===== src/rtl/core/tms_pkg.sv =====
// ----------------------------------------------------------------------------
// tms_pkg
// Shared types and constants of the text marquee scroller.
// ----------------------------------------------------------------------------
package tms_pkg;

  localparam int unsigned WindowDef      = 44;
  localparam int unsigned TextDepthDef   = 64;
  localparam int unsigned PauseFramesDef = 10;

  localparam int unsigned ColumnW  = 6;
  localparam int unsigned CharW    = 8;
  localparam int unsigned IndexW   = 6;
  localparam int unsigned PeriodW  = 16;
  localparam int unsigned LengthW  = 7;
  localparam int unsigned StepW    = 9;
  localparam int unsigned CfgIdxW  = 1;

  localparam logic [PeriodW-1:0] FramePeriodReset = 16'd400;
  localparam logic [CharW-1:0]   SpaceCode        = 8'd32;

  localparam logic [CfgIdxW-1:0] CfgFramePeriod = 1'b0;
  localparam logic [CfgIdxW-1:0] CfgTextLength  = 1'b1;

  localparam logic FuncTick  = 1'b0;
  localparam logic FuncWrite = 1'b1;

  localparam logic [1:0] PhAppear = 2'd0;
  localparam logic [1:0] PhLeave  = 2'd1;
  localparam logic [1:0] PhPause  = 2'd2;

  typedef struct packed {
    logic              func;
    logic              run;
    logic [IndexW-1:0] text_index;
    logic [CharW-1:0]  text_byte;
  } tms_in_t;

  typedef struct packed {
    logic [ColumnW-1:0] column;
    logic [CharW-1:0]   char_code;
    logic               last_column;
  } tms_out_t;

  typedef struct packed {
    logic [1:0]       phase;
    logic [StepW-1:0] step;
    logic [StepW-1:0] len;
  } tms_start_t;

endpackage


===== src/rtl/core/tms_in_if.sv =====
// ----------------------------------------------------------------------------
// tms_in_if
// Valid/ready channel that carries input items of the marquee.
// ----------------------------------------------------------------------------
interface tms_in_if import tms_pkg::*; ();
  logic    valid;
  logic    ready;
  tms_in_t payload;

  modport source (output valid, output payload, input ready);
  modport sink (input valid, input payload, output ready);
endinterface


===== src/rtl/core/tms_out_if.sv =====
// ----------------------------------------------------------------------------
// tms_out_if
// Valid/ready channel that carries frame columns of the marquee.
// ----------------------------------------------------------------------------
interface tms_out_if import tms_pkg::*; ();
  logic     valid;
  logic     ready;
  tms_out_t payload;

  modport source (output valid, output payload, input ready);
  modport sink (input valid, input payload, output ready);
endinterface


===== src/rtl/core/tms_ram.sv =====
// ----------------------------------------------------------------------------
// tms_ram
// Generic RAM with one write port and one registered read port.
// ----------------------------------------------------------------------------
module tms_ram #(
  parameter int unsigned Width = 8,
  parameter int unsigned Depth = 64,
  localparam int unsigned AddrW = (Depth > 1) ? $clog2(Depth) : 1
) (
  input  logic             clk_i,
  input  logic             we_i,
  input  logic [AddrW-1:0] waddr_i,
  input  logic [Width-1:0] wdata_i,
  input  logic             re_i,
  input  logic [AddrW-1:0] raddr_i,
  output logic [Width-1:0] rdata_o
);

  logic [Width-1:0] mem_q [Depth];
  logic [Width-1:0] rdata_q;

  always_ff @(posedge clk_i) begin
    if (we_i) begin
      mem_q[waddr_i] <= wdata_i;
    end
    if (re_i) begin
      rdata_q <= mem_q[raddr_i];
    end
  end

  assign rdata_o = rdata_q;

endmodule


===== src/rtl/core/tms_frame_gen.sv =====
// ----------------------------------------------------------------------------
// tms_frame_gen
// Walks the window columns of one frame, reads the text store and emits one
// column transaction per cycle through an output register unless it stalls.
// ----------------------------------------------------------------------------
module tms_frame_gen import tms_pkg::*; #(
  parameter int unsigned Window    = WindowDef,
  parameter int unsigned TextDepth = TextDepthDef,
  localparam int unsigned AddrW = (TextDepth > 1) ? $clog2(TextDepth) : 1,
  localparam int unsigned ColW  = (Window > 1) ? $clog2(Window) : 1
) (
  input  logic             clk_i,
  input  logic             rst_ni,
  input  logic             start_i,
  input  tms_start_t       start_req_i,
  output logic             busy_o,
  output logic             ram_re_o,
  output logic [AddrW-1:0] ram_raddr_o,
  input  logic [CharW-1:0] ram_rdata_i,
  output logic             out_valid_o,
  input  logic             out_ready_i,
  output tms_out_t         out_data_o
);

  tms_start_t req_q;
  logic            iss_active_q, iss_active_d;
  logic [ColW-1:0] col_q, col_d;
  logic            rd_valid_q, rd_valid_d;
  logic [ColW-1:0] rd_col_q;
  logic            rd_text_q;
  logic            out_valid_q, out_valid_d;
  tms_out_t        out_q;

  logic             move;
  logic             iss_fire;
  logic [StepW-1:0] col_x;
  logic [StepW-1:0] leave_k;
  logic [StepW-1:0] lead;
  logic [StepW-1:0] shown;
  logic [StepW-1:0] diff;
  logic             use_text;
  logic [StepW-1:0] text_k;

  assign move     = rd_valid_q && (!out_valid_q || out_ready_i);
  assign iss_fire = iss_active_q && (!rd_valid_q || move);

  assign col_x   = StepW'(col_q);
  assign leave_k = col_x + req_q.step;
  assign lead    = StepW'(Window) - req_q.step;
  assign shown   = (req_q.step < req_q.len) ? req_q.step : req_q.len;
  assign diff    = col_x - lead;

  always_comb begin
    use_text = 1'b0;
    text_k   = leave_k;
    case (req_q.phase)
      PhLeave: begin
        use_text = leave_k < req_q.len;
        text_k   = leave_k;
      end
      PhAppear: begin
        use_text = (col_x >= lead) && (diff < shown);
        text_k   = diff;
      end
      default: begin
        use_text = 1'b0;
        text_k   = leave_k;
      end
    endcase
  end

  assign ram_re_o    = iss_fire && use_text;
  assign ram_raddr_o = AddrW'(text_k);

  always_comb begin
    iss_active_d = iss_active_q;
    col_d        = col_q;
    if (start_i) begin
      iss_active_d = 1'b1;
      col_d        = '0;
    end else if (iss_fire) begin
      if (col_q == ColW'(Window - 1)) begin
        iss_active_d = 1'b0;
      end else begin
        col_d = col_q + 1'b1;
      end
    end
    rd_valid_d  = iss_fire ? 1'b1 : (move ? 1'b0 : rd_valid_q);
    out_valid_d = move ? 1'b1 : (out_ready_i ? 1'b0 : out_valid_q);
  end

  always_ff @(posedge clk_i or negedge rst_ni) begin
    if (!rst_ni) begin
      iss_active_q <= 1'b0;
      col_q        <= '0;
      rd_valid_q   <= 1'b0;
      out_valid_q  <= 1'b0;
    end else begin
      iss_active_q <= iss_active_d;
      col_q        <= col_d;
      rd_valid_q   <= rd_valid_d;
      out_valid_q  <= out_valid_d;
    end
  end

  always_ff @(posedge clk_i) begin
    if (start_i) begin
      req_q <= start_req_i;
    end
    if (iss_fire) begin
      rd_col_q  <= col_q;
      rd_text_q <= use_text;
    end
    if (move) begin
      out_q.column      <= ColumnW'(rd_col_q);
      out_q.char_code   <= rd_text_q ? ram_rdata_i : SpaceCode;
      out_q.last_column <= rd_col_q == ColW'(Window - 1);
    end
  end

  assign busy_o      = iss_active_q || rd_valid_q;
  assign out_valid_o = out_valid_q;
  assign out_data_o  = out_q;

  a_start_idle: assert property (@(posedge clk_i) disable iff (!rst_ni)
    start_i |-> !busy_o)
    else $error("Frame started while the previous frame was still being read.");

  a_start_walk: assert property (@(posedge clk_i) disable iff (!rst_ni)
    start_i |=> iss_active_q && (col_q == '0))
    else $error("Frame start did not begin at the leftmost column.");

  a_read_hold: assert property (@(posedge clk_i) disable iff (!rst_ni)
    rd_valid_q && !move |=> rd_valid_q && $stable(rd_col_q))
    else $error("Pending read data was disturbed while the output stalled.");

  a_last_col: assert property (@(posedge clk_i) disable iff (!rst_ni)
    out_valid_q && out_q.last_column |-> out_q.column == ColumnW'(Window - 1))
    else $error("Last column flag on a column other than the rightmost.");

endmodule


===== src/rtl/core/text_marquee_scroller.sv =====
// ----------------------------------------------------------------------------
// text_marquee_scroller
// Scrolling text marquee that emits frames of Window character columns.
// ----------------------------------------------------------------------------
// Input items arrive on in_i. A write item stores text_byte at text_index of
// the text store and produces nothing. A tick item counts one millisecond of
// the frame wait; a wait starts only on a tick with run set and then always
// completes. The tick that ends a wait starts a frame of Window column
// transactions on out_o, one per cycle while the receiver takes them; each
// column passes the issue state, the read register and the output register.
// While a frame is read from the text store, in_i is not ready, so an item
// that starts a frame blocks the input until its last column is read. The
// rate is set by the single read port of the text store, one column per
// cycle. The last column may wait in the output register while the next
// item is accepted. When the receiver stalls, the read pipeline holds and
// the input stays blocked until the frame has left the store. Reset clears
// the wait, the phase and the registers (frame_period 400, text_length 0);
// the text store is not cleared and must be written before it is shown. The
// user writes registers through cfg_we_i while idle; no check enforces it.
// ----------------------------------------------------------------------------
module text_marquee_scroller import tms_pkg::*; #(
  parameter int unsigned Window      = WindowDef,
  parameter int unsigned TextDepth   = TextDepthDef,
  parameter int unsigned PauseFrames = PauseFramesDef
) (
  input  logic               clk_i,
  input  logic               rst_ni,
  input  logic               cfg_we_i,
  input  logic [CfgIdxW-1:0] cfg_index_i,
  input  logic [PeriodW-1:0] cfg_wdata_i,
  tms_in_if.sink             in_i,
  tms_out_if.source          out_o
);

  localparam int unsigned AddrW = (TextDepth > 1) ? $clog2(TextDepth) : 1;

  logic [PeriodW-1:0] frame_period_q, frame_period_d;
  logic [LengthW-1:0] text_length_q, text_length_d;
  logic [PeriodW-1:0] wait_cnt_q, wait_cnt_d;
  logic               waiting_q, waiting_d;
  logic [1:0]         phase_q, phase_d;
  logic [StepW-1:0]   step_q, step_d;

  logic               busy;
  logic               in_fire;
  logic               tick;
  logic               frame_fire;
  logic [PeriodW-1:0] eff_cnt;
  logic [StepW-1:0]   len;
  logic [1:0]         adj_phase;
  logic [StepW-1:0]   adj_step;
  logic [StepW-1:0]   step_n;
  tms_start_t         start_req;
  logic               ram_we;
  logic               ram_re;
  logic [AddrW-1:0]   ram_raddr;
  logic [CharW-1:0]   ram_rdata;

  assign in_i.ready = !busy;
  assign in_fire    = in_i.valid && !busy;
  assign tick       = in_fire && (in_i.payload.func == FuncTick);
  assign ram_we     = in_fire && (in_i.payload.func == FuncWrite) &&
                      (StepW'(in_i.payload.text_index) < StepW'(TextDepth));

  assign len = (StepW'(text_length_q) > StepW'(TextDepth)) ?
               StepW'(TextDepth) : StepW'(text_length_q);

  always_comb begin
    frame_period_d = frame_period_q;
    text_length_d  = text_length_q;
    if (cfg_we_i) begin
      case (cfg_index_i)
        CfgFramePeriod: frame_period_d = cfg_wdata_i;
        CfgTextLength:  text_length_d  = cfg_wdata_i[LengthW-1:0];
        default: begin
          frame_period_d = frame_period_q;
        end
      endcase
    end
  end

  assign eff_cnt = waiting_q ? wait_cnt_q : frame_period_q;

  always_comb begin
    waiting_d  = waiting_q;
    wait_cnt_d = wait_cnt_q;
    frame_fire = 1'b0;
    if (tick && (waiting_q || in_i.payload.run)) begin
      if (eff_cnt > PeriodW'(1)) begin
        waiting_d  = 1'b1;
        wait_cnt_d = eff_cnt - 1'b1;
      end else begin
        waiting_d  = 1'b0;
        wait_cnt_d = '0;
        frame_fire = 1'b1;
      end
    end
  end

  always_comb begin
    adj_phase = phase_q;
    adj_step  = step_q;
    case (phase_q)
      PhAppear: begin
        if (step_q > StepW'(Window)) begin
          adj_step = StepW'(Window);
        end
      end
      PhLeave: begin
        if (step_q >= len) begin
          adj_phase = PhPause;
          adj_step  = '0;
        end
      end
      PhPause: begin
        adj_phase = PhPause;
      end
      default: begin
        adj_phase = PhAppear;
        adj_step  = '0;
      end
    endcase

    step_n  = adj_step + 1'b1;
    phase_d = adj_phase;
    step_d  = step_n;
    case (adj_phase)
      PhLeave: begin
        if (step_n >= len) begin
          phase_d = PhPause;
          step_d  = '0;
        end
      end
      PhPause: begin
        if (step_n >= StepW'(PauseFrames)) begin
          phase_d = PhAppear;
          step_d  = '0;
        end
      end
      default: begin
        if (step_n > StepW'(Window)) begin
          phase_d = (len == '0) ? PhPause : PhLeave;
          step_d  = '0;
        end
      end
    endcase
  end

  assign start_req.phase = adj_phase;
  assign start_req.step  = adj_step;
  assign start_req.len   = len;

  always_ff @(posedge clk_i or negedge rst_ni) begin
    if (!rst_ni) begin
      frame_period_q <= FramePeriodReset;
      text_length_q  <= '0;
      wait_cnt_q     <= '0;
      waiting_q      <= 1'b0;
      phase_q        <= PhAppear;
      step_q         <= '0;
    end else begin
      frame_period_q <= frame_period_d;
      text_length_q  <= text_length_d;
      wait_cnt_q     <= wait_cnt_d;
      waiting_q      <= waiting_d;
      if (frame_fire) begin
        phase_q <= phase_d;
        step_q  <= step_d;
      end
    end
  end

  tms_ram #(
    .Width (CharW),
    .Depth (TextDepth)
  ) u_text_ram (
    .clk_i   (clk_i),
    .we_i    (ram_we),
    .waddr_i (AddrW'(in_i.payload.text_index)),
    .wdata_i (in_i.payload.text_byte),
    .re_i    (ram_re),
    .raddr_i (ram_raddr),
    .rdata_o (ram_rdata)
  );

  tms_frame_gen #(
    .Window    (Window),
    .TextDepth (TextDepth)
  ) u_frame_gen (
    .clk_i       (clk_i),
    .rst_ni      (rst_ni),
    .start_i     (frame_fire),
    .start_req_i (start_req),
    .busy_o      (busy),
    .ram_re_o    (ram_re),
    .ram_raddr_o (ram_raddr),
    .ram_rdata_i (ram_rdata),
    .out_valid_o (out_o.valid),
    .out_ready_i (out_o.ready),
    .out_data_o  (out_o.payload)
  );

endmodule

===== src/flat_wrapper.sv =====
// flat-port wrapper written by rule: the top's interface ports become plain ports
module text_marquee_scroller_flat import tms_pkg::*;
#(
  parameter int unsigned Window      = WindowDef,
  parameter int unsigned TextDepth   = TextDepthDef,
  parameter int unsigned PauseFrames = PauseFramesDef
)
  (clk_i, rst_ni, cfg_we_i, cfg_index_i, cfg_wdata_i, in_i_valid, in_i_payload, in_i_ready, out_o_valid, out_o_payload, out_o_ready);
  tms_in_if in_i_i ();
  tms_out_if out_o_i ();
  input  logic clk_i;
  input  logic rst_ni;
  input  logic cfg_we_i;
  input  logic [CfgIdxW-1:0] cfg_index_i;
  input  logic [PeriodW-1:0] cfg_wdata_i;
  input wire logic [$bits(in_i_i.valid)-1:0] in_i_valid;
  input wire logic [$bits(in_i_i.payload)-1:0] in_i_payload;
  output wire logic [$bits(in_i_i.ready)-1:0] in_i_ready;
  output wire logic [$bits(out_o_i.valid)-1:0] out_o_valid;
  output wire logic [$bits(out_o_i.payload)-1:0] out_o_payload;
  input wire logic [$bits(out_o_i.ready)-1:0] out_o_ready;
  assign in_i_i.valid = in_i_valid;
  assign in_i_i.payload = in_i_payload;
  assign in_i_ready = in_i_i.ready;
  assign out_o_valid = out_o_i.valid;
  assign out_o_payload = out_o_i.payload;
  assign out_o_i.ready = out_o_ready;
  text_marquee_scroller #(.Window(Window), .TextDepth(TextDepth), .PauseFrames(PauseFrames)) u_core (.clk_i(clk_i), .rst_ni(rst_ni), .cfg_we_i(cfg_we_i), .cfg_index_i(cfg_index_i), .cfg_wdata_i(cfg_wdata_i), .in_i(in_i_i), .out_o(out_o_i));
endmodule

===== config.mk =====
export PLATFORM = sky130hd
export DESIGN_NAME = text_marquee_scroller_flat
export DESIGN_NICKNAME = d
export VERILOG_FILES = /design/src/rtl/core/tms_pkg.sv /design/src/rtl/core/tms_in_if.sv /design/src/rtl/core/tms_out_if.sv /design/src/rtl/core/tms_ram.sv /design/src/rtl/core/tms_frame_gen.sv /design/src/rtl/core/text_marquee_scroller.sv /design/src/flat_wrapper.sv
export SDC_FILE = /design/constraint.sdc
export NUM_CORES = 1
export LEC_CHECK = 0
export BUFFER_PORTS_ARGS = -buffer_cell sky130_fd_sc_hd__buf_2
export CORE_UTILIZATION = 60
export CTS_CLUSTER_DIAMETER = 200
export DETAILED_ROUTE_END_ITERATION = 6
export GPL_ROUTABILITY_DRIVEN = 0
export PLACE_DENSITY = 0.8
export SLEW_MARGIN = 20
export SYNTH_ARGS = -nofsm -noshare
export SYNTH_HDL_FRONTEND = slang
export SYNTH_SLANG_ARGS = --single-unit

===== constraint.sdc =====
create_clock -name clk_i -period 6.85 [get_ports clk_i]
set_input_delay 0.685 -clock clk_i [delete_from_list [all_inputs] [get_ports clk_i]]
set_output_delay 0.685 -clock clk_i [all_outputs]
set_load 0.02 [all_outputs]

# After elaboration in Yosys (flattened, before gate mapping)
# Memories as Yosys holds them, arrays and structs flattened. A register that Yosys moved wholly into a read port is not among the register bits.
# Cells that the tools add are included.
# word_totals
reg_bits,102
ram_bits,512
in_bits,38
out_inout_bits,17
word_cells,107
n_memories,1
# classes
add_sub_neg,6
n_lt_le_gt_ge,11
n_eq_ne,8
n_mux,35
n_bitwise,2
reduce_logical,26
# memory_table
memory,depth,width,read_ports,rd_ports_with_merged_regs,wr,line,text
u_core.u_text_ram.mem_q,64,8,1,1,1,tms_ram.sv:19,logic [Width-1:0] mem_q [Depth];
# ops
op,n
9-bit two-way mux,6
16-bit two-way mux,2
9-bit less-than comparator,3
9-bit case mux with 3 select lines,1
6-bit two-way mux,4
9-bit >= comparator,2
"9-bit by 6-bit greater-than comparator with 1-bit output, second input constant",2
9-bit case mux with 2 select lines,1
"16-bit by 1-bit greater-than comparator with 1-bit output, second input constant",1
"16-bit by 1-bit subtractor with 16-bit output, second input constant",1
"6-bit == test, second input constant",2
1-bit two-way mux,12
2-bit two-way mux,5
6-bit by 9-bit adder with 9-bit output,1
"9-bit by 1-bit adder with 9-bit output, second input constant",1
6-bit by 9-bit >= comparator with 1-bit output,1
"9-bit by 4-bit >= comparator with 1-bit output, second input constant",1
9-bit logical NOT,1
6-bit by 9-bit subtractor with 9-bit output,1
"6-bit by 9-bit subtractor with 9-bit output, first input constant",1
1-bit logical AND,8
2-bit AND reduction,4
2-bit nonzero test,4
"7-bit greater-than comparator, second input constant",1
other kinds (12),22

# Depth between registers and ports, before layout
# depth
depth_word,9
mapped_depth,23
depth_no_buf,23

# Hierarchy
# Synthesis repeated with hierarchy kept, for this count alone.
# unflattened
hier_cells,1656
hier_area_um2,27487.6
# by_module_without_submodules
module,n_inst,cells_per_inst,area_per_inst_um2,seq_area_each_um2
tms_ram,1,940,20246.9,15615.0
text_marquee_scroller,1,431,3968.8,1280.0
tms_frame_gen,1,285,3271.9,1486.4

# Least setup slack after synthesis
# No wires, ideal clock.
# synth_timing
path_type,flip-flop to flip-flop
start,register u_core.text_length_q[6]
end,register u_core.step_q[3]
setup_ps,66
t_arrival_ps,5087
required_ps,6784
slack_ps,1696
path_stages_with_launch,23
n_path_buf,0
synth_period_minus_slack_ps,5154
path_cell_list,dfrtp_1 -> nor2b_1 -> ha_1 -> nand2b_1 -> a211o_1 -> a21oi_1 -> nor2_1 -> nor2_1 -> nand2_1 -> inv_1 -> ha_1 -> inv_1 -> a22o_1 -> a311oi_2 -> nor2b_1 -> ha_1 -> o211ai_1 -> o21ai_0 -> and2_0 -> or4b_2 -> a211o_1 -> o21ai_2 -> a22o_1
# synth_between
elab_chain_len,9
word_cells_on_any_way,17
cone_classes,add/sub (1); order compare (5); eq/ne (2); mux (9)
# synth_rtl
element,line,text
from (decl),text_marquee_scroller.sv:38,"logic [LengthW-1:0] text_length_q, text_length_d;"
from (signal assigned),text_marquee_scroller.sv:163,text_length_q <= text_length_d;
7-bit greater-than comparator *,text_marquee_scroller.sv:65,assign len = (StepW'(text_length_q) > StepW'(TextDepth)) ?
7-bit two-way mux *,text_marquee_scroller.sv:65,
via u_core.len[0],text_marquee_scroller.sv:49,logic [StepW-1:0] len;
9-bit >= comparator *,text_marquee_scroller.sv:110,if (step_q >= len) begin
9-bit two-way mux *,text_marquee_scroller.sv:110,
9-bit case mux with 3 select lines *,text_marquee_scroller.sv:103,case (phase_q)
via u_core.adj_step[0],text_marquee_scroller.sv:51,logic [StepW-1:0] adj_step;
9-bit by 1-bit adder with 9-bit output *,text_marquee_scroller.sv:124,step_n = adj_step + 1'b1;
"9-bit by 6-bit greater-than comparator with 1-bit output, or another cell as far along",text_marquee_scroller.sv:141,if (step_n > StepW'(Window)) begin
"9-bit two-way mux, on equally long branches","text_marquee_scroller.sv:141, text_marquee_scroller.sv:129, text_marquee_scroller.sv:135",
9-bit case mux with 2 select lines *,text_marquee_scroller.sv:127,case (adj_phase)
to (signal assigned),text_marquee_scroller.sv:168,step_q <= step_d;
to (decl),text_marquee_scroller.sv:42,"logic [StepW-1:0] step_q, step_d;"
# The timed path passes the listed nets; every way through them passes the cells marked *.
# A chain may end at the register's enable or synchronous reset.

# Final worst setup path
# layout_timing
start,register u_core.text_length_q[6]
end,register u_core.step_q[0]
# layout_between
elab_chain_len,9
word_cells_on_any_way,17
cone_classes,add/sub (1); order compare (5); eq/ne (2); mux (9)
# layout_rtl
element,line
7-bit greater-than comparator,text_marquee_scroller.sv:65
7-bit two-way mux *,text_marquee_scroller.sv:65
9-bit >= comparator *,text_marquee_scroller.sv:110
9-bit two-way mux *,text_marquee_scroller.sv:110
9-bit case mux with 3 select lines *,text_marquee_scroller.sv:103
via u_core.adj_step[0],text_marquee_scroller.sv:51
9-bit by 1-bit adder with 9-bit output *,text_marquee_scroller.sv:124
"9-bit by 6-bit greater-than comparator with 1-bit output, or another cell as far along",text_marquee_scroller.sv:141
"9-bit two-way mux, on equally long branches","text_marquee_scroller.sv:141, text_marquee_scroller.sv:129, text_marquee_scroller.sv:135"
9-bit case mux with 2 select lines *,text_marquee_scroller.sv:127
# Marks and branches as above.

==> reports/metrics.yaml <==
fin_setup_tns_ns: 0
synth_edf_count: 560
clkTransAtPathRegs_ns: 0.06
syn_area_mm2: 0.0273
ctsResizeCount: 0
required_ns: 7.40
crit_type: "reg2reg"
final_common_cell: "edfxtp_1"
fin_crit_sh: 0.919
clock_latency_ns: 0.63
cp.arrival_ns: 6.85
nNetsFinal: 1858
path_buf_inv: 3
rsz0062_at_grt: "no"
grt_pass1_vias: 15700
ctsHoldBuffers: 0
post-place-cells: 2296
fin_ws_ns: 0.556
h-tree-depth: 2
finClkSkew_ns: 0.0284
core_mm2: 0.0445
setup_viol: 0
wl_per_cell_um: 25.2
syn_inst: 1709
path_cells: "inv_1, nand2_1, ha_1, a211oi_1, o21ai_0, a21oi_1, nor2_1, nor2_1, nand2_1, inv_1, ha_1, inv_1, a22o_1, a311oi_2, nor2b_1, ha_1, o211ai_1, o21ai_0, and2_0, or4b_2, a211o_1, o21ai_2, a22o_1"
slew_viol_final: 0
maxCapViolations: 0
viasPerCell: 6.50
async_flop_share: 0.0968
power.density_mw_per_mm2: 372
cts-buffers-inserted: 58
overflow: 0
p_leak_nw: 10.4
area_growth_pct: 10.3
layoutNonFillerInstCount: 2404
cpLargestDelayFamily: "compound AO/OA/AOI/OAI gates"
crit_fanout: 9
clockBufferDepth: 3
relSlewSlack: 0.246
final-hold-violation-count: 0
pre_cts_slack_ns: 0.741
outcome: "finished clean"
grt_max_degree: 65
grt_antenna_before_repair: 4
syn_area_per_cell_um2: 16.0
grt_pass1_wl_um: 92500
worst_setup_path_start_kind: "flip-flop"
route.vias.total: 15600
worst_slew_pin_slew_ns: 1.13
seq_area_frac_synth: 0.671
cts_tree: "built"
post_cts_buffers: 0
dr.pass1.iters: 6
grt_use_total: 0.266
start_util: 0.614
cts-root-buf: "clkbuf_16"
slowest_delay_ns: 0.64
dp_hpwl_um: 36500
drc: 0
layout_common_cells: "edfxtp_1 (560), nor2_1 (115), mux4_2 (109)"
drt-total-wl_um: 60500
io_pins: 55
ys.flop_type: "edfxtp_1"
cts.sinks: 620
die_h_um: 215
ir_worst_vdd_uv: 382
synth_cell_types: 78
ys_ff_latch: 620
synth_warnings: 0
worst_path_max_delay_cell: "or4b_2"
max_freq_mhz: 159
hold_class: "in2async"
min_period_ns: 6.29
num_rows: 77
layout-drive-gt1-share: 0.181
dieWidth_um: 215
portBuffers: 54
postRouteAntennaNets: 0
p_total_mw: 11.2
end_kind: "flip-flop"
drt-initial-drc-count: 1699
r2r_setup_slack_ns: 0.56
dieArea_mm2: 0.0464
==> cell type report <==
class                   count  area [um2]
repair buffers             74         458
clock inverters            42         449
flip-flops and latches    620       18300
diodes                      2        5.00
clock buffers              64        1470
fillers                  2863       14400
well taps                 592         741
multi-input cells         963        8500
inverters                  47         176
==> cell families (layout without fill, tap and decap cells) <==
family	after synthesis	count (layout)	synth area share
simple gates	387	387	0.0688
xor+xnor	37	37	0.0119
compound gates	231	231	0.0593
fa+ha+maj	56	56	0.0262
other cells	1	4	0.000137
buf+inv	127	227	0.0198
mux	250	250	0.143
flops	620	620	0.671
==> synthesized netlist by cell type, types with 12 or more instances <==
cell type,count,share of area
nand3_1,18,0.0033
nand2_1,107,0.015
xor2_1,16,0.0051
edfxtp_1,560,0.62
a21o_1,12,0.0033
dfrtp_1,57,0.052
nor2_1,115,0.016
nor2b_1,12,0.0027
nor3_1,27,0.0049
a31oi_1,18,0.0041
ha_1,54,0.025
mux2_2,33,0.014
clkbuf_1,35,0.0048
a22oi_1,12,0.0033
mux4_2,109,0.090
a21oi_1,40,0.0073
o21ai_0,41,0.0075
xnor2_1,21,0.0067
mux2i_1,108,0.040
inv_1,46,0.0063
and2_1,41,0.0094
a211oi_1,31,0.0085
buf_2,34,0.0062
==> flip-flops by register name (all words and copies together), names as in the netlist, 7 cells and up <==
register / flops
u_core.step_q: 9
u_core.u_text_ram.rdata_o: 8
u_core.u_text_ram.mem_q: 512
u_core.frame_period_q: 16
u_core.u_frame_gen.req_q: 18
u_core.wait_cnt_q: 16
u_core.u_frame_gen.out_data_o: 15
u_core.text_length_q: 7
==> where the power goes <==
part           leakage [nW]  internal [mW]  switching (mW)  total, mW
sequential             5.72           4.21          0.0611       4.27
combinational          3.76           1.59            2.09       3.68
clock                 0.938           1.89            1.38       3.27
total                  10.4           7.69            3.53       11.2
==> layer usage <==
metal / GRT usage / wire length, um / vias up
li1: - / - / 6787
met1: 0.367 / 24100 / 7873
met2: 0.418 / 29000 / 845
met3: 0.0631 / 5630 / 129
met4: 0.0913 / 1830 / 4
met5: 0 / 27 / -
==> path summary, 6_finish.rpt <==
path                       cells after the start                            from                               end
max in group asynchronous                      2                          rst_ni         u_core.frame_period_q[15]
min reg2reg                                    0  u_core.u_frame_gen.rd_col_q[0]  u_core.u_frame_gen.out_data_o[9]
min in group clk_i                             2                 cfg_wdata_i[12]         u_core.frame_period_q[12]
max                                           23         u_core.text_length_q[6]                  u_core.step_q[0]
min                                            2                          rst_ni       u_core.u_frame_gen.col_q[1]
max reg2reg                                   23         u_core.text_length_q[6]                  u_core.step_q[0]
==> through the flow <==
stage / utilization / area (um2) / hold WS, ns
global route: 0.677 / 30100 / 0.293
floorplan: - / 27300 / 0.389
finish: 0.677 / 30100 / 0.230
CTS: 0.676 / 30100 / 0.243
global placement: 0.633 / 28200 / 0.424
detailed placement: 0.633 / 28200 / 0.432
Power figures use the tool's default switching activity.
